===== src/sv/bcfp_pkg.sv =====
package bcfp_pkg;

    // Framing bytes
    localparam logic [7:0] HDR_BYTE   = 8'hFF;
    localparam logic [7:0] TERM1_BYTE = 8'h0A;
    localparam logic [7:0] TERM2_BYTE = 8'h0D;

    // Command codes with a payload or an explicit empty frame
    localparam logic [7:0] CMD_PAIR_A  = 8'd1;
    localparam logic [7:0] CMD_PAIR_B  = 8'd2;
    localparam logic [7:0] CMD_WIDE    = 8'd3;
    localparam logic [7:0] CMD_EMPTY_A = 8'd10;
    localparam logic [7:0] CMD_AXIS    = 8'd11;
    localparam logic [7:0] CMD_EMPTY_LO = 8'd12;
    localparam logic [7:0] CMD_EMPTY_HI = 8'd15;

    // Payload lengths in bytes
    localparam logic [3:0] PLEN_W16  = 4'd4;
    localparam logic [3:0] PLEN_W32  = 4'd8;
    localparam logic [3:0] PLEN_BYTE = 4'd1;
    localparam logic [3:0] PLEN_NONE = 4'd0;

    localparam int          PAYLOAD_BYTES = 8;
    localparam logic [15:0] TIMEOUT_RESET = 16'd150;
    localparam logic [15:0] TICK_MAX      = 16'hFFFF;
    localparam int          QUEUE_DEPTH_DEF = 4;

    // How the back end forms the two result words
    typedef enum logic [1:0] {
        FMT_NONE = 2'd0,
        FMT_W16  = 2'd1,
        FMT_W32  = 2'd2,
        FMT_BYTE = 2'd3
    } fmt_t;

    typedef logic [PAYLOAD_BYTES-1:0][7:0] payload_t;

    // One completed frame as queued between front and back
    typedef struct packed {
        logic [7:0] cmd;
        fmt_t       fmt;
        payload_t   payload;
    } frame_t;

    // Queue status seen by both ends
    typedef struct packed {
        logic empty;
        logic full;
    } queue_stat_t;

endpackage


===== src/sv/bcfp_front.sv =====
module bcfp_front (
    input  logic                 clk,
    input  logic                 rst_n,
    input  logic                 cfg_wr_en,
    input  logic [15:0]          cfg_wr_data,
    input  logic                 in_valid,
    output logic                 in_ready,
    input  logic                 mode,
    input  logic [7:0]           rx_byte,
    input  bcfp_pkg::queue_stat_t q_stat,
    output logic                 push,
    output bcfp_pkg::frame_t     push_frame
);
    import bcfp_pkg::*;

    typedef enum logic [5:0] {
        PH_IDLE  = 6'b000001,
        PH_HDR2  = 6'b000010,
        PH_CMD   = 6'b000100,
        PH_DATA  = 6'b001000,
        PH_TERM1 = 6'b010000,
        PH_TERM2 = 6'b100000
    } phase_t;

    phase_t      phase_reg, phase_next;
    logic [7:0]  cmd_reg, cmd_next;
    fmt_t        fmt_reg, fmt_next;
    logic [3:0]  payload_count_reg, payload_count_next;
    logic [3:0]  payload_expected_reg, payload_expected_next;
    payload_t    payload_reg, payload_next;
    logic [15:0] tick_count_reg, tick_count_next;
    logic [15:0] timeout_reg;
    logic        in_fire;
    logic [3:0]  count_inc;

    // Accept whenever the queue can take a frame
    assign in_ready = !q_stat.full;
    assign in_fire  = in_valid && in_ready;
    assign count_inc = payload_count_reg + 4'd1;

    // Hold the timeout register
    always_ff @(posedge clk or negedge rst_n)
    begin
        if (!rst_n)
        begin
            timeout_reg <= TIMEOUT_RESET;
        end
        else if (cfg_wr_en)
        begin
            timeout_reg <= cfg_wr_data;
        end
    end

    // Parse one transaction
    always_comb
    begin
        phase_next            = phase_reg;
        cmd_next              = cmd_reg;
        fmt_next              = fmt_reg;
        payload_count_next    = payload_count_reg;
        payload_expected_next = payload_expected_reg;
        payload_next          = payload_reg;
        tick_count_next       = tick_count_reg;
        push                  = 1'b0;
        if (in_fire)
        begin
            if (mode)
            begin
                // Count idle ticks, drop an open packet on timeout
                if (tick_count_reg != TICK_MAX)
                begin
                    tick_count_next = tick_count_reg + 16'd1;
                end
                if (phase_reg != PH_IDLE && tick_count_next > timeout_reg)
                begin
                    phase_next = PH_IDLE;
                end
            end
            else
            begin
                tick_count_next = '0;
                case (phase_reg)
                    PH_HDR2:
                    begin
                        phase_next = (rx_byte == HDR_BYTE) ? PH_CMD : PH_IDLE;
                    end
                    PH_CMD:
                    begin
                        cmd_next           = rx_byte;
                        payload_count_next = '0;
                        if (rx_byte == CMD_PAIR_A || rx_byte == CMD_PAIR_B)
                        begin
                            payload_expected_next = PLEN_W16;
                            fmt_next              = FMT_W16;
                            phase_next            = PH_DATA;
                        end
                        else if (rx_byte == CMD_WIDE)
                        begin
                            payload_expected_next = PLEN_W32;
                            fmt_next              = FMT_W32;
                            phase_next            = PH_DATA;
                        end
                        else if (rx_byte == CMD_AXIS)
                        begin
                            payload_expected_next = PLEN_BYTE;
                            fmt_next              = FMT_BYTE;
                            phase_next            = PH_DATA;
                        end
                        else if (rx_byte == CMD_EMPTY_A ||
                                 (rx_byte >= CMD_EMPTY_LO && rx_byte <= CMD_EMPTY_HI))
                        begin
                            payload_expected_next = PLEN_NONE;
                            fmt_next              = FMT_NONE;
                            phase_next            = PH_TERM1;
                        end
                        else
                        begin
                            phase_next = PH_IDLE;
                        end
                    end
                    PH_DATA:
                    begin
                        payload_next[payload_count_reg[2:0]] = rx_byte;
                        payload_count_next = count_inc;
                        if (count_inc >= payload_expected_reg)
                        begin
                            phase_next = PH_TERM1;
                        end
                    end
                    PH_TERM1:
                    begin
                        if (rx_byte == TERM1_BYTE)
                        begin
                            phase_next = PH_TERM2;
                        end
                        else
                        begin
                            phase_next = (rx_byte == HDR_BYTE) ? PH_HDR2 : PH_IDLE;
                        end
                    end
                    PH_TERM2:
                    begin
                        phase_next = PH_IDLE;
                        push       = (rx_byte == TERM2_BYTE);
                    end
                    default:
                    begin
                        phase_next = (rx_byte == HDR_BYTE) ? PH_HDR2 : PH_IDLE;
                    end
                endcase
            end
        end
    end

    assign push_frame.cmd     = cmd_reg;
    assign push_frame.fmt     = fmt_reg;
    assign push_frame.payload = payload_reg;

    // Advance control state
    always_ff @(posedge clk or negedge rst_n)
    begin
        if (!rst_n)
        begin
            phase_reg            <= PH_IDLE;
            cmd_reg              <= '0;
            fmt_reg              <= FMT_NONE;
            payload_count_reg    <= '0;
            payload_expected_reg <= '0;
            tick_count_reg       <= '0;
        end
        else
        begin
            phase_reg            <= phase_next;
            cmd_reg              <= cmd_next;
            fmt_reg              <= fmt_next;
            payload_count_reg    <= payload_count_next;
            payload_expected_reg <= payload_expected_next;
            tick_count_reg       <= tick_count_next;
        end
    end

    // Hold payload bytes
    always_ff @(posedge clk)
    begin
        payload_reg <= payload_next;
    end

    a_timeout_closes: assert property (@(posedge clk) disable iff (!rst_n)
        (in_fire && mode && phase_reg != PH_IDLE && tick_count_next > timeout_reg)
        |=> phase_reg == PH_IDLE)
        else $error("open packet not dropped on timeout");

    a_data_in_range: assert property (@(posedge clk) disable iff (!rst_n)
        phase_reg == PH_DATA |-> payload_count_reg < payload_expected_reg)
        else $error("payload count beyond expected length");

endmodule


===== src/sv/bcfp_queue.sv =====
module bcfp_queue #(
    parameter int DEPTH = bcfp_pkg::QUEUE_DEPTH_DEF
) (
    input  logic                  clk,
    input  logic                  rst_n,
    input  logic                  push,
    input  bcfp_pkg::frame_t      push_frame,
    input  logic                  pop,
    output bcfp_pkg::frame_t      head_frame,
    output bcfp_pkg::queue_stat_t q_stat
);
    import bcfp_pkg::*;

    localparam int PTR_W = (DEPTH > 1) ? $clog2(DEPTH) : 1;
    localparam int CNT_W = $clog2(DEPTH + 1);
    localparam logic [PTR_W-1:0] LAST_PTR = PTR_W'(DEPTH - 1);
    localparam logic [CNT_W-1:0] FULL_CNT = CNT_W'(DEPTH);

    frame_t           mem [DEPTH];
    logic [PTR_W-1:0] wr_ptr_reg, wr_ptr_next;
    logic [PTR_W-1:0] rd_ptr_reg, rd_ptr_next;
    logic [CNT_W-1:0] count_reg, count_next;
    logic             do_push;
    logic             do_pop;

    assign q_stat.empty = (count_reg == '0);
    assign q_stat.full  = (count_reg == FULL_CNT);
    assign do_push      = push && !q_stat.full;
    assign do_pop       = pop && !q_stat.empty;
    assign head_frame   = mem[rd_ptr_reg];

    // Advance pointers and occupancy
    always_comb
    begin
        wr_ptr_next = wr_ptr_reg;
        rd_ptr_next = rd_ptr_reg;
        count_next  = count_reg;
        if (do_push)
        begin
            wr_ptr_next = (wr_ptr_reg == LAST_PTR) ? '0 : wr_ptr_reg + PTR_W'(1);
        end
        if (do_pop)
        begin
            rd_ptr_next = (rd_ptr_reg == LAST_PTR) ? '0 : rd_ptr_reg + PTR_W'(1);
        end
        if (do_push && !do_pop)
        begin
            count_next = count_reg + CNT_W'(1);
        end
        else if (do_pop && !do_push)
        begin
            count_next = count_reg - CNT_W'(1);
        end
    end

    always_ff @(posedge clk or negedge rst_n)
    begin
        if (!rst_n)
        begin
            wr_ptr_reg <= '0;
            rd_ptr_reg <= '0;
            count_reg  <= '0;
        end
        else
        begin
            wr_ptr_reg <= wr_ptr_next;
            rd_ptr_reg <= rd_ptr_next;
            count_reg  <= count_next;
        end
    end

    // Store the incoming frame
    always_ff @(posedge clk)
    begin
        if (do_push)
        begin
            mem[wr_ptr_reg] <= push_frame;
        end
    end

    a_count_bound: assert property (@(posedge clk) disable iff (!rst_n)
        count_reg <= FULL_CNT)
        else $error("queue occupancy beyond depth");

    a_push_grows: assert property (@(posedge clk) disable iff (!rst_n)
        (do_push && !do_pop) |=> count_reg == $past(count_reg) + CNT_W'(1))
        else $error("queue occupancy not raised on push");

endmodule


===== src/sv/bcfp_back.sv =====
module bcfp_back (
    input  logic                  clk,
    input  logic                  rst_n,
    input  bcfp_pkg::frame_t      head_frame,
    input  bcfp_pkg::queue_stat_t q_stat,
    output logic                  pop,
    output logic                  out_valid,
    input  logic                  out_ready,
    output logic [7:0]            command_code,
    output logic [31:0]           value_first,
    output logic [31:0]           value_second
);
    import bcfp_pkg::*;

    logic        valid_reg, valid_next;
    logic [7:0]  cmd_reg;
    logic [31:0] first_reg, first_next;
    logic [31:0] second_reg, second_next;
    payload_t    p;

    assign p   = head_frame.payload;
    // Load the output register when it is free or being taken
    assign pop = !q_stat.empty && (!valid_reg || out_ready);

    // Form the big-endian words
    always_comb
    begin
        first_next  = '0;
        second_next = '0;
        case (head_frame.fmt)
            FMT_W16:
            begin
                first_next  = {16'd0, p[0], p[1]};
                second_next = {16'd0, p[2], p[3]};
            end
            FMT_W32:
            begin
                first_next  = {p[0], p[1], p[2], p[3]};
                second_next = {p[4], p[5], p[6], p[7]};
            end
            FMT_BYTE:
            begin
                first_next = {24'd0, p[0]};
            end
            default:
            begin
                first_next  = '0;
                second_next = '0;
            end
        endcase
    end

    always_comb
    begin
        valid_next = valid_reg;
        if (pop)
        begin
            valid_next = 1'b1;
        end
        else if (out_ready)
        begin
            valid_next = 1'b0;
        end
    end

    always_ff @(posedge clk or negedge rst_n)
    begin
        if (!rst_n)
        begin
            valid_reg <= 1'b0;
        end
        else
        begin
            valid_reg <= valid_next;
        end
    end

    // Hold the result payload
    always_ff @(posedge clk)
    begin
        if (pop)
        begin
            cmd_reg    <= head_frame.cmd;
            first_reg  <= first_next;
            second_reg <= second_next;
        end
    end

    assign out_valid    = valid_reg;
    assign command_code = cmd_reg;
    assign value_first  = first_reg;
    assign value_second = second_reg;

    a_pop_loads: assert property (@(posedge clk) disable iff (!rst_n)
        pop |=> valid_reg)
        else $error("frame taken from queue but no result shown");

endmodule


===== src/sv/binary_command_frame_parser.sv =====
// Binary command frame parser: takes one transaction per clock while in_ready is high
// (a received byte or a time tick) and deframes packets FF FF cmd payload 0A 0D,
// emitting the command and two big-endian words per complete frame. The front end parses
// each transaction; completed frames pass through a QUEUE_DEPTH-entry queue to an output
// register, so in_ready stays high unless that queue is full; the queue head moves into
// that register when it is free or being read. The user must write timeout_ticks
// (reset 150) via cfg_wr_en/cfg_wr_data only while idle; the block does not enforce it.
module binary_command_frame_parser #(
    parameter int QUEUE_DEPTH = bcfp_pkg::QUEUE_DEPTH_DEF
) (
    input  logic        clk,
    input  logic        rst_n,
    input  logic        cfg_wr_en,
    input  logic [15:0] cfg_wr_data,
    input  logic        in_valid,
    output logic        in_ready,
    input  logic        mode,
    input  logic [7:0]  rx_byte,
    output logic        out_valid,
    input  logic        out_ready,
    output logic [7:0]  command_code,
    output logic [31:0] value_first,
    output logic [31:0] value_second
);
    import bcfp_pkg::*;

    queue_stat_t q_stat;
    frame_t      push_frame;
    frame_t      head_frame;
    logic        push;
    logic        pop;

    // Parse incoming transactions
    bcfp_front u_front (
        .clk        (clk),
        .rst_n      (rst_n),
        .cfg_wr_en  (cfg_wr_en),
        .cfg_wr_data(cfg_wr_data),
        .in_valid   (in_valid),
        .in_ready   (in_ready),
        .mode       (mode),
        .rx_byte    (rx_byte),
        .q_stat     (q_stat),
        .push       (push),
        .push_frame (push_frame)
    );

    // Buffer completed frames
    bcfp_queue #(
        .DEPTH(QUEUE_DEPTH)
    ) u_queue (
        .clk       (clk),
        .rst_n     (rst_n),
        .push      (push),
        .push_frame(push_frame),
        .pop       (pop),
        .head_frame(head_frame),
        .q_stat    (q_stat)
    );

    // Format and present results
    bcfp_back u_back (
        .clk         (clk),
        .rst_n       (rst_n),
        .head_frame  (head_frame),
        .q_stat      (q_stat),
        .pop         (pop),
        .out_valid   (out_valid),
        .out_ready   (out_ready),
        .command_code(command_code),
        .value_first (value_first),
        .value_second(value_second)
    );

endmodule


===== config.mk =====
export PLATFORM = sky130hd
export DESIGN_NAME = binary_command_frame_parser
export DESIGN_NICKNAME = d
export VERILOG_FILES = /design/src/sv/bcfp_pkg.sv /design/src/sv/bcfp_front.sv /design/src/sv/bcfp_queue.sv /design/src/sv/bcfp_back.sv /design/src/sv/binary_command_frame_parser.sv
export SDC_FILE = /design/constraint.sdc
export NUM_CORES = 1
export LEC_CHECK = 0
export BUFFER_PORTS_ARGS = -buffer_cell sky130_fd_sc_hd__clkbuf_2
export CELL_PAD_IN_SITES_DETAIL_PLACEMENT = 1
export CELL_PAD_IN_SITES_GLOBAL_PLACEMENT = 1
export CORE_MARGIN = 2
export CORE_UTILIZATION = 50
export CTS_CLUSTER_DIAMETER = 40
export DETAILED_ROUTE_END_ITERATION = 10
export PLACE_DENSITY_LB_ADDON = 0.1
export SYNTH_ARGS = -nofsm -noshare
export SYNTH_HDL_FRONTEND = slang
export SYNTH_SLANG_ARGS = --single-unit

===== constraint.sdc =====
create_clock -name clk -period 11.2 [get_ports clk]
set_clock_uncertainty 0.1 [all_clocks]
set_input_delay 1.12 -clock clk [delete_from_list [all_inputs] [get_ports clk]]
set_output_delay 1.12 -clock clk [all_outputs]
set_load 0.01 [all_outputs]

==> results of run 1 <==
[through the flow]
stage	worst slack [ns]	hold slack, ns	std cells
global placement	6.81	0.375	1623
CTS	7.17	0.402	1737
floorplan	4.92	0.357	1036
detailed placement	6.71	0.384	1623
finish	7.19	0.401	1737
global route	6.93	0.405	1737
[worst max-delay path: stages (launching register included)]
cell	delay (ns)
dfrtp_1	0.50
ha_1	0.28
nand3_1	0.23
nor3_2	0.51
nor3_1	0.18
xor2_1	0.18
ha_1	0.33
nand4_1	0.08
or2_1	0.26
a211oi_1	0.24
nor4_1	0.08
a2111o_1	0.56
mux2_4	0.35
[power groups by stage]
| stage | clock network [W] | logic (W) | registers, W |
|---|---|---|---|
| floorplan | 0 | 0.000701 | 0.00240 |
| global placement | 0 | 0.00110 | 0.00239 |
| detailed placement | 0 | 0.00111 | 0.00239 |
| CTS | 0.00194 | 0.00112 | 0.00236 |
| global route | 0.00201 | 0.00119 | 0.00238 |
| finish | 0.00190 | 0.00109 | 0.00235 |
[layout make-up]
type	instances	area share (%)
inverters	33	0.554
clock buffers	69	7.10
well taps	511	2.86
multi-input cells	465	19.7
repair buffers	119	2.84
clock inverters	45	1.87
flip-flops and latches	495	65.1
[kinds of logic after synthesis]
logic type | share of synthesized area (%)
flops | 75.6
fa+ha+maj | 2.12
xor+xnor | 0.728
buf+inv | 1.64
simple gates | 5.72
mux | 10.3
compound gates | 3.81
[worst max-delay path by stage]
| stage | start | end | slack [ns] | cells after the start |
|---|---|---|---|---|
| floorplan | out_ready | u_queue.count_reg[1] | 4.92 | 7 |
| global placement | rx_byte[5] | u_queue.mem[0][38] | 6.81 | 7 |
| detailed placement | rx_byte[5] | u_queue.mem[3][38] | 6.71 | 7 |
| CTS | u_front.tick_count_reg[0] | u_front.phase_reg[3] | 7.17 | 12 |
| global route | u_front.tick_count_reg[0] | u_front.phase_reg[5] | 6.93 | 12 |
| finish | u_front.tick_count_reg[0] | u_front.phase_reg[1] | 7.19 | 12 |
[per-layer routing]
layer	track usage, %	vias to the layer above	wire length (um)	share of wire, %
li1	-	4359	-	-
met1	28.7	4923	18000	44
met2	36.0	222	20900	50
met3	3.30	64	1590	3.8
met4	6.64	0	877	2.1
met5	0	-	0	0
[cells in the final DEF, fill, tap and decap left out, types with 16 or more instances in the layout]
cell type,n
and2_1,35
dfrtp_1,56
nand3_1,17
o21ai_0,34
nand2_1,60
edfxtp_1,432
ha_1,31
clkbuf_2,102
mux4_2,74
inv_1,33
clkbuf_16,62
nor2_1,24
a22o_1,33
buf_4,16
==> flow_summary.yaml, run 1 <==
clocking:
  cts.sinks: 495
  h-tree-depth: 2
  clk_pin_slew_worst_paths_ns: 0.06
  ctsHoldBuffers: 0
  post_cts_resize_count: 0
  post_cts_buffers: 0
  insertion_delay_ns: 0.61
  clockBufferDepth: 3
  cts_tree: "done"
  cts-root-buf: "clkbuf_16"
  numCtsBuffers: 60
placed_design:
  place_area_mm2: 0.0204
  gp_congestion: 0.747
  dp_hpwl_mm: 25.5
  io_buffers: 103
finish:
  fill_cells: 3307
  largest_register_ffs: 296
  area_delta_synth_final_pct: 16.3
  regMostFlops: "u_queue.mem"
  final_core_util_pct: 59.3
  antenna_cells: 0
  seq_area_mm2: 0.0146
  multi_input_area_mm2: 0.00441
  nets: 1236
  fin_area_mm2: 0.0224
  layout-drive-gt1-share_pct: 27.2
yosys:
  synth.cell_area_mm2: 0.0192
  synthTopCellsByArea: "edfxtp_1, mux4_2, dfrtp_1, ha_1, a22o_1"
  synth_top_cell_area_share_pct: 67.4
  ys_seq_elements: 495
  yosysMostFrequentCell: "edfxtp_1"
  async_flop_share_pct: 12.7
  yosysTopAreaCell: "edfxtp_1"
  ys_types: 57
  synth-seq-area-share_pct: 75.6
  yosys_warnings: 0
  syn_nets: 1098
  synthTopCellsByCount: "edfxtp_1, mux4_2, nand2_1, dfrtp_1, and2_1"
  avgSynthCellArea_um2: 18.6
  synth_ff_type: "edfxtp_1"
  synth-edff-count: 432
  synthCells: 1036
global_routing:
  grt_pass1_wl_mm: 64.0
  grt_max_degree: 65
  antenna_found_initial: 0
  grt-ovfl-total: 0
  grt_util_all_layers_pct: 21.3
  grt_pass1_vias: 10400
power_and_ir_drop:
  switching_power_w: 0.00151
  power_frac_comb_pct: 20.5
  power_frac_seq_pct: 43.9
  p_sw_share_pct: 28.2
  intPower_w: 0.00384
  clkPwrFrac_pct: 35.6
  p_total_w: 0.00535
  leakage_nw: 8.01
  peakVddDrop_mv: 0.136
  powerDensity_mw_per_mm2: 239
setup_path:
  r2r_cells: 12
  rr_startpoint: "u_front.tick_count_reg[0]"
  worstPathMaxFanout: 8
  critPathArrivalTime_ns: 4.40
  r2r_end: "u_front.phase_reg[1]"
  worstSetupStartpointType: "flip-flop"
  crit_path_end_kind: "flip-flop"
  rrSetupSlack_ns: 7.19
  cp.required_ns: 11.59
  criticalPathCategory: "reg2reg"
floorplanning:
  start_util_pct: 51.0
  die_w_um: 200
  die_h_um: 200
  die_area_mm2: 0.0401
  io_pins: 104
  rows: 71
  core-area_mm2: 0.0378
drt:
  wl_mm: 41.4
  remaining_drc_errors: 0
  vias_per_cell: 5.51
  drt_iter0_drc: 519
  routedWlPerCell_um: 23.8
  ant_nets: 0
  dr.pass1.iters: 5
  vias: 9568
sta:
  fin_crit_sh_pct: 35.8
  finalSetupViolCount: 0
  relSlewSlack_pct: 22.7
  worstMarginPinSlew_ns: 1.15
  slew_viol_final: 0
  max_freq_mhz: 249
  min_period_ns: 4.01
  rsz0062_at_grt: "no"
  setup_tns_ns: 0
  hold_violations: 0
job:
  drv_cap: 0
hold_path:
  min_from: "u_front.push_frame[32]"
  hold_end: "u_queue.mem[0][32]"
  whs_path_depth: 0
  hp-class: "reg2reg"
status:
  status: "finished clean"
Power figures use the tool's default switching activity.
==> run 2, diff against run 1 <==
--- a/config.mk
+++ b/config.mk
@@ -5,6 +5,7 @@
 export SDC_FILE = /design/constraint.sdc
 export NUM_CORES = 1
 export LEC_CHECK = 0
+export ABC_AREA = 1
 export BUFFER_PORTS_ARGS = -buffer_cell sky130_fd_sc_hd__clkbuf_2
 export CELL_PAD_IN_SITES_DETAIL_PLACEMENT = 1
 export CELL_PAD_IN_SITES_GLOBAL_PLACEMENT = 1
==> constraint.sdc (replaced) <==
create_clock -name clk -period 3.9 [get_ports clk]
set_clock_uncertainty 0.1 [all_clocks]
set_input_delay 0.39 -clock clk [delete_from_list [all_inputs] [get_ports clk]]
set_output_delay 0.39 -clock clk [all_outputs]
set_load 0.01 [all_outputs]
==> run 2 against run 1 <==
Effect of this change:
- design area up 4.4%
- clock power grew to 3.2 times the previous value
- maximum frequency grew 21%
- total power rose to 3.1 times the previous value
==> flow_summary.yaml, run 2 <==
status:
  status: "finished clean"
hold_path:
  hold_end: "u_front.cmd_reg[7]"
  min_from: "rx_byte[7]"
  whs_path_depth: 3
  hp-class: "in2reg"
clocking:
  cts.sinks: 495
  insertion_delay_ns: 0.57
  h-tree-depth: 3
  cts_tree: "done"
  post_cts_buffers: 0
  cts-root-buf: "clkbuf_16"
  clk_pin_slew_worst_paths_ns: 0.06
  clockBufferDepth: 3
  numCtsBuffers: 67
drt:
  vias: 12700
  dr.pass1.iters: 6
  remaining_drc_errors: 0
  ant_nets: 0
  wl_mm: 52.3
  routedWlPerCell_um: 23.0
  vias_per_cell: 5.60
  drt_iter0_drc: 794
power_and_ir_drop:
  intPower_w: 0.0111
  powerDensity_mw_per_mm2: 699
  clkPwrFrac_pct: 36.8
  power_frac_seq_pct: 39.9
  p_sw_share_pct: 32.0
  power_frac_comb_pct: 23.3
  switching_power_w: 0.00522
  leakage_nw: 9.01
  p_total_w: 0.0163
  peakVddDrop_mv: 0.454
yosys:
  async_flop_share_pct: 12.7
  synthTopCellsByCount: "edfxtp_1, nand2_1, nor2_1, o21ai_0, inv_1"
  syn_nets: 1604
  synth_ff_type: "edfxtp_1"
  yosysTopAreaCell: "edfxtp_1"
  yosysMostFrequentCell: "edfxtp_1"
  yosys_warnings: 0
  synth-edff-count: 432
  synthTopCellsByArea: "edfxtp_1, dfrtp_1, nand2_1, nor2_1, o21ai_0"
  synth-seq-area-share_pct: 73.7
  ys_types: 52
  ys_seq_elements: 495
  synth_top_cell_area_share_pct: 65.7
  synth.cell_area_mm2: 0.0197
  avgSynthCellArea_um2: 12.8
  synthCells: 1542
floorplanning:
  die_area_mm2: 0.0411
  rows: 72
  io_pins: 104
  core-area_mm2: 0.0388
  die_w_um: 203
  die_h_um: 203
  start_util_pct: 50.8
placed_design:
  gp_congestion: 0.813
  place_area_mm2: 0.0210
  io_buffers: 103
  dp_hpwl_mm: 31.9
finish:
  antenna_cells: 0
  nets: 1766
  fin_area_mm2: 0.0234
  regMostFlops: "u_queue.mem"
  final_cell_mix: "edfxtp_1, nand2_1, nor2_1, o21ai_0, clkbuf_2"
  largest_register_ffs: 296
  area_delta_synth_final_pct: 18.4
  final_common_cell: "edfxtp_1"
  layout-drive-gt1-share_pct: 17.1
sta:
  worstMarginPinSlew_ns: 0.917
  hold_violations: 0
  finalSetupViolCount: 0
  relSlewSlack_pct: 38.9
  rsz0062_at_grt: "no"
  fin_crit_sh_pct: 84.6
  min_period_ns: 3.30
  slew_viol_final: 0
  max_freq_mhz: 303
setup_path:
  critPathMaxStageDelay_ns: 0.66
  rr_startpoint: "u_queue.rd_ptr_reg[0]"
  r2r_end: "u_back.value_second[14]"
  worstPathMaxFanout: 62
  critPathTopFamily: "buffers and inverters"
  worstSetupStartpointType: "flip-flop"
  critPathArrivalTime_ns: 3.54
  cp.required_ns: 4.14
  path_cells: "inv_4 -> buf_4 -> buf_4 -> nand2_1 -> a32o_1 -> o21ai_0"
  r2r_cells: 6
  critPathBufInv: 3
  criticalPathCategory: "reg2reg"
  crit_path_end_kind: "flip-flop"
  rrSetupSlack_ns: 0.60
  cpMostUsedCell: "buf_4"
  cp_slowest_cell: "buf_4"
global_routing:
  grt_pass1_vias: 13700
  grt_max_degree: 70
  grt_pass1_wl_mm: 79.9
  grt_util_all_layers_pct: 26.0
  grt-ovfl-total: 0
  antenna_found_initial: 0
job:
  drv_cap: 0
-- run 2: cell count changes after synthesis, sizes merged, moves of 17 or more --
cell	previous run	this run
nand2	60	265
buf	16	37
o22ai	0	38
mux2	19	1
a21oi	15	52
inv	33	101
nand3	17	72
a22o	33	3
o21ai	36	154
nor2	24	183
and2	40	1
mux4	74	0
a32o	0	17
-- run 2: cells by family after synthesis --
group                    synth area share [%]
multiplexers                            0.108
XOR/XNOR                                0.571
AO/OA/AOI/OAI                            8.20
AND/OR/NAND/NOR                          11.8
flip-flops                               73.7
buffers and inverters                    3.51
adder cells (fa/ha/maj)                  2.07
-- run 2: worst register-to-register path, stage by stage, from the launching register on --
cell and delay (ns):
dfrtp_4 0.60, inv_4 0.23, buf_4 0.53, buf_4 0.71, nand2_1 0.21, a32o_1 0.34
o21ai_0 0.37
-- run 2: layout make-up --
| type | instances | area, um^2 |
|---|---|---|
| tap | 518 | 648 |
| clock buffer | 76 | 1740 |
| inverter | 101 | 387 |
| sequential | 495 | 14600 |
| multi-input combinational | 879 | 4530 |
| fill | 3846 | 15500 |
| timing repair buffer | 160 | 1040 |
| clock inverter | 42 | 452 |
-- run 2: stage by stage --
stage,TNS [ns],worst slack (ns),util (%),hold WS (ns),cells
6_report,0,0.600,60.2,0.176,2271
4_1_cts,0,0.623,60.2,0.156,2271
5_1_grt,0,0.347,60.2,0.189,2271
3_5_place_dp,0,0.680,54.1,0.370,2135
2_1_floorplan,-294.72,-0.994,-,-0.00559,1542
3_3_place_gp,0,0.708,54.1,0.364,2135
-- run 2: power groups by stage --
stage / sequential (W) / clock (W) / combinational [W]
5_1_grt: 0.00656 / 0.00629 / 0.00414
6_report: 0.00652 / 0.00601 / 0.00380
4_1_cts: 0.00653 / 0.00608 / 0.00384
3_3_place_gp: 0.00661 / 0 / 0.00362
3_5_place_dp: 0.00663 / 0 / 0.00376
2_1_floorplan: 0.00674 / 0 / 0.00212
-- run 2: repair_timing --
item,in CTS,in global routing
endpoints found under the setup margin,0,0
gates resized for setup,0,0
endpoints found under the hold margin,49,0
hold buffers,18,0
-- run 2: worst max path at each step --
| stage | startpoint | end | cells after the start | slack [ns] |
|---|---|---|---|---|
| finish | u_queue.rd_ptr_reg[0] | u_back.value_second[14] | 6 | 0.60 |
| global route | u_front.tick_count_reg[0] | u_front.phase_reg[3] | 19 | 0.35 |
| CTS | u_queue.rd_ptr_reg[0] | u_back.value_second[4] | 7 | 0.62 |
| detailed placement | u_queue.rd_ptr_reg[0] | u_back.value_second[14] | 6 | 0.68 |
| global placement | u_queue.rd_ptr_reg[0] | u_back.value_second[14] | 5 | 0.71 |
| floorplan | u_queue.count_reg[0] | u_queue.mem[0][0] | 7 | -0.99 |
-- run 2: routing by layer --
layer / global-route usage, % / vias to the layer above / part of all wire (%) / wire [um]
met1: 31.3 / 6424 / 39 / 20600
li1: - / 5831 / - / -
met5: 0 / - / 0 / 0
met3: 3.77 / 119 / 4.6 / 2400
met4: 11.2 / 0 / 3.8 / 2010
met2: 46.7 / 354 / 52 / 27300
==> run 3, diff against run 2 <==
==> constraint.sdc (replaced) <==
create_clock -name clk -period 3.2 [get_ports clk]
set_clock_uncertainty 0.1 [all_clocks]
set_input_delay 0.32 -clock clk [delete_from_list [all_inputs] [get_ports clk]]
set_output_delay 0.32 -clock clk [all_outputs]
set_load 0.01 [all_outputs]
==> run 3 against run 2 <==
Effect of this change:
- core utilization rose by 0.70 points
- first-iteration DRC count fell by 7.1%
- via count rose by 0.48%
- design area rose by 1.2%
- die area did not move
- flip-flop and latch count did not move
- non-clock buffer count rose by 11
==> flow_summary.yaml, run 3 (synthesis gave the netlist of run 2 again) <==
clocking:
  cts-root-buf: "clkbuf_16"
  cts.sinks: 495
  post_cts_buffers: 0
  cts_tree: "done"
  insertion_delay_ns: 0.57
  clockBufferDepth: 3
  numCtsBuffers: 67
  h-tree-depth: 3
  clk_pin_slew_worst_paths_ns: 0.06
drt:
  remaining_drc_errors: 0
  vias: 12800
  drt_iter0_drc: 738
  ant_nets: 0
  top_layer: "met5"
  dr.pass1.iters: 5
  vias_per_cell: 5.60
  m1WireLength_mm: 20.3
  routedWlPerCell_um: 22.3
  wl_met3_mm: 2.55
  wl_mm: 50.8
  dr_wl_met2_mm: 25.8
sta:
  fin_crit_sh_pct: 93.2
  slew_viol_final: 0
  min_period_ns: 2.98
  finalSetupViolCount: 0
  relSlewSlack_pct: 27.0
  hold_violations: 0
  setup_ws_ns: 0.219
  worstMarginPinSlew_ns: 1.09
  max_freq_mhz: 335
  rsz0062_at_grt: "no"
setup_path:
  critPathArrivalTime_ns: 3.29
  crit_start: "u_queue.rd_ptr_reg[0]"
  rr_startpoint: "u_queue.rd_ptr_reg[0]"
  criticalPathCategory: "reg2reg"
  worstPathMaxFanout: 13
  worstSetupStartpointType: "flip-flop"
  cp.required_ns: 3.51
  crit_path_end_kind: "flip-flop"
global_routing:
  grt_max_degree: 99
  grt_pass1_vias: 13800
  grt_pass1_wl_mm: 78.3
  antenna_found_initial: 1
  grt_util_all_layers_pct: 25.3
  grt-ovfl-total: 0
floorplanning:
  rows: 72
  die_h_um: 203
  io_pins: 104
  die_area_mm2: 0.0411
  start_util_pct: 50.8
  die_w_um: 203
  core-area_mm2: 0.0388
status:
  status: "finished clean"
power_and_ir_drop:
  peakVddDrop_mv: 0.571
  p_total_w: 0.0201
  leakage_nw: 9.13
  powerDensity_mw_per_mm2: 852
finish:
  seq_area_mm2: 0.0146
  antenna_cells: 0
  largest_register_ffs: 296
  final_common_cell: "edfxtp_1"
  fill_cells: 3810
  fin_cells: 2283
  regMostFlops: "u_queue.mem"
  nets: 1777
  layout-drive-gt1-share_pct: 18.1
  final_core_util_pct: 60.9
  final_cell_mix: "edfxtp_1, nand2_1, nor2_1, o21ai_0, clkbuf_2"
  area_delta_synth_final_pct: 19.7
  fin_area_mm2: 0.0236
  multi_input_area_mm2: 0.00456
placed_design:
  place_ws_ns: 0.0984
  io_buffers: 103
  gp_congestion: 0.822
  place_area_mm2: 0.0211
  dp.cells: 2146
  dp_hpwl_mm: 31.1
job:
  drv_cap: 0
hold_path:
  hp-class: "in2reg"
  min_from: "rx_byte[5]"
## run 3: cell types whose count changed in the layout (fill, tap and decap cells not counted), moves of 2 or more
cell        delta
buf_4          +7
buf_12         +4
clkinvlp_4     +4
bufinv_16      +3
clkbuf_1       -3
clkinv_2       -3
clkinv_4       -3
inv_6          +2
inv_8          +2
nand2_1        -2
nor2_1         -2
nor2_4         +2
## run 3: worst paths after layout
| path | to | slack [ns] | depth (start not counted) |
|---|---|---|---|
| min reg2reg | u_front.phase_reg[0] | 0.38 | 2 |
| max in group asynchronous | u_front.phase_reg[0] | 1.74 | 3 |
| min | u_front.cmd_reg[5] | 0.02 | 3 |
| max | u_back.value_first[27] | 0.22 | 9 |
| max reg2reg | u_back.value_first[27] | 0.22 | 9 |
| min in group asynchronous | u_front.timeout_reg[5] | 0.40 | 2 |
## run 3: per-stage QoR
step | hold slack [ns] | TNS [ns]
after CTS | 0.00760 | 0
final | 0.0201 | 0
after detailed placement | 0.378 | 0
after global routing | 0.00980 | 0
after global placement | 0.358 | 0
after floorplan | -0.0756 | -148.80
## run 3: worst max-delay path, stage by stage, from the launching register on
cell     delay (ns)
dfrtp_4        0.52
inv_4          0.10
nand2_1        0.06
a32oi_1        0.48
inv_1          0.17
ha_1           0.27
nor2_1         0.41
inv_1          0.31
buf_4          0.27
nor2_1         0.14
## run 3: metal layers
metal,GRT usage (%),up-vias
li1,-,5827
met1,30.2,6469
met2,44.4,365
met3,4.62,126
met4,12.1,2
met5,0,-
## run 3: cell type report
class	instances	area share (%)
clock buffers	74	7.43
clock inverters	45	2.33
inverters	101	1.64
multi-input cells	879	19.3
flip-flops and latches	495	61.6
well taps	518	2.74
repair buffers	171	4.96
## run 3: power breakdown
part           internal [W]  leakage (nW)  switching [W]  total [W]
combinational       0.00137          3.16        0.00323    0.00460
sequential          0.00767          4.85       0.000215    0.00789
clock               0.00481          1.11        0.00283    0.00764
## run 3: repair_timing
| item | CTS | global route |
|---|---|---|
| endpoints found under the setup margin | 0 | 6 |
| hold endpoints to repair | 57 | 0 |
| hold buffers | 18 | 0 |
| resized for setup | 0 | 8 |
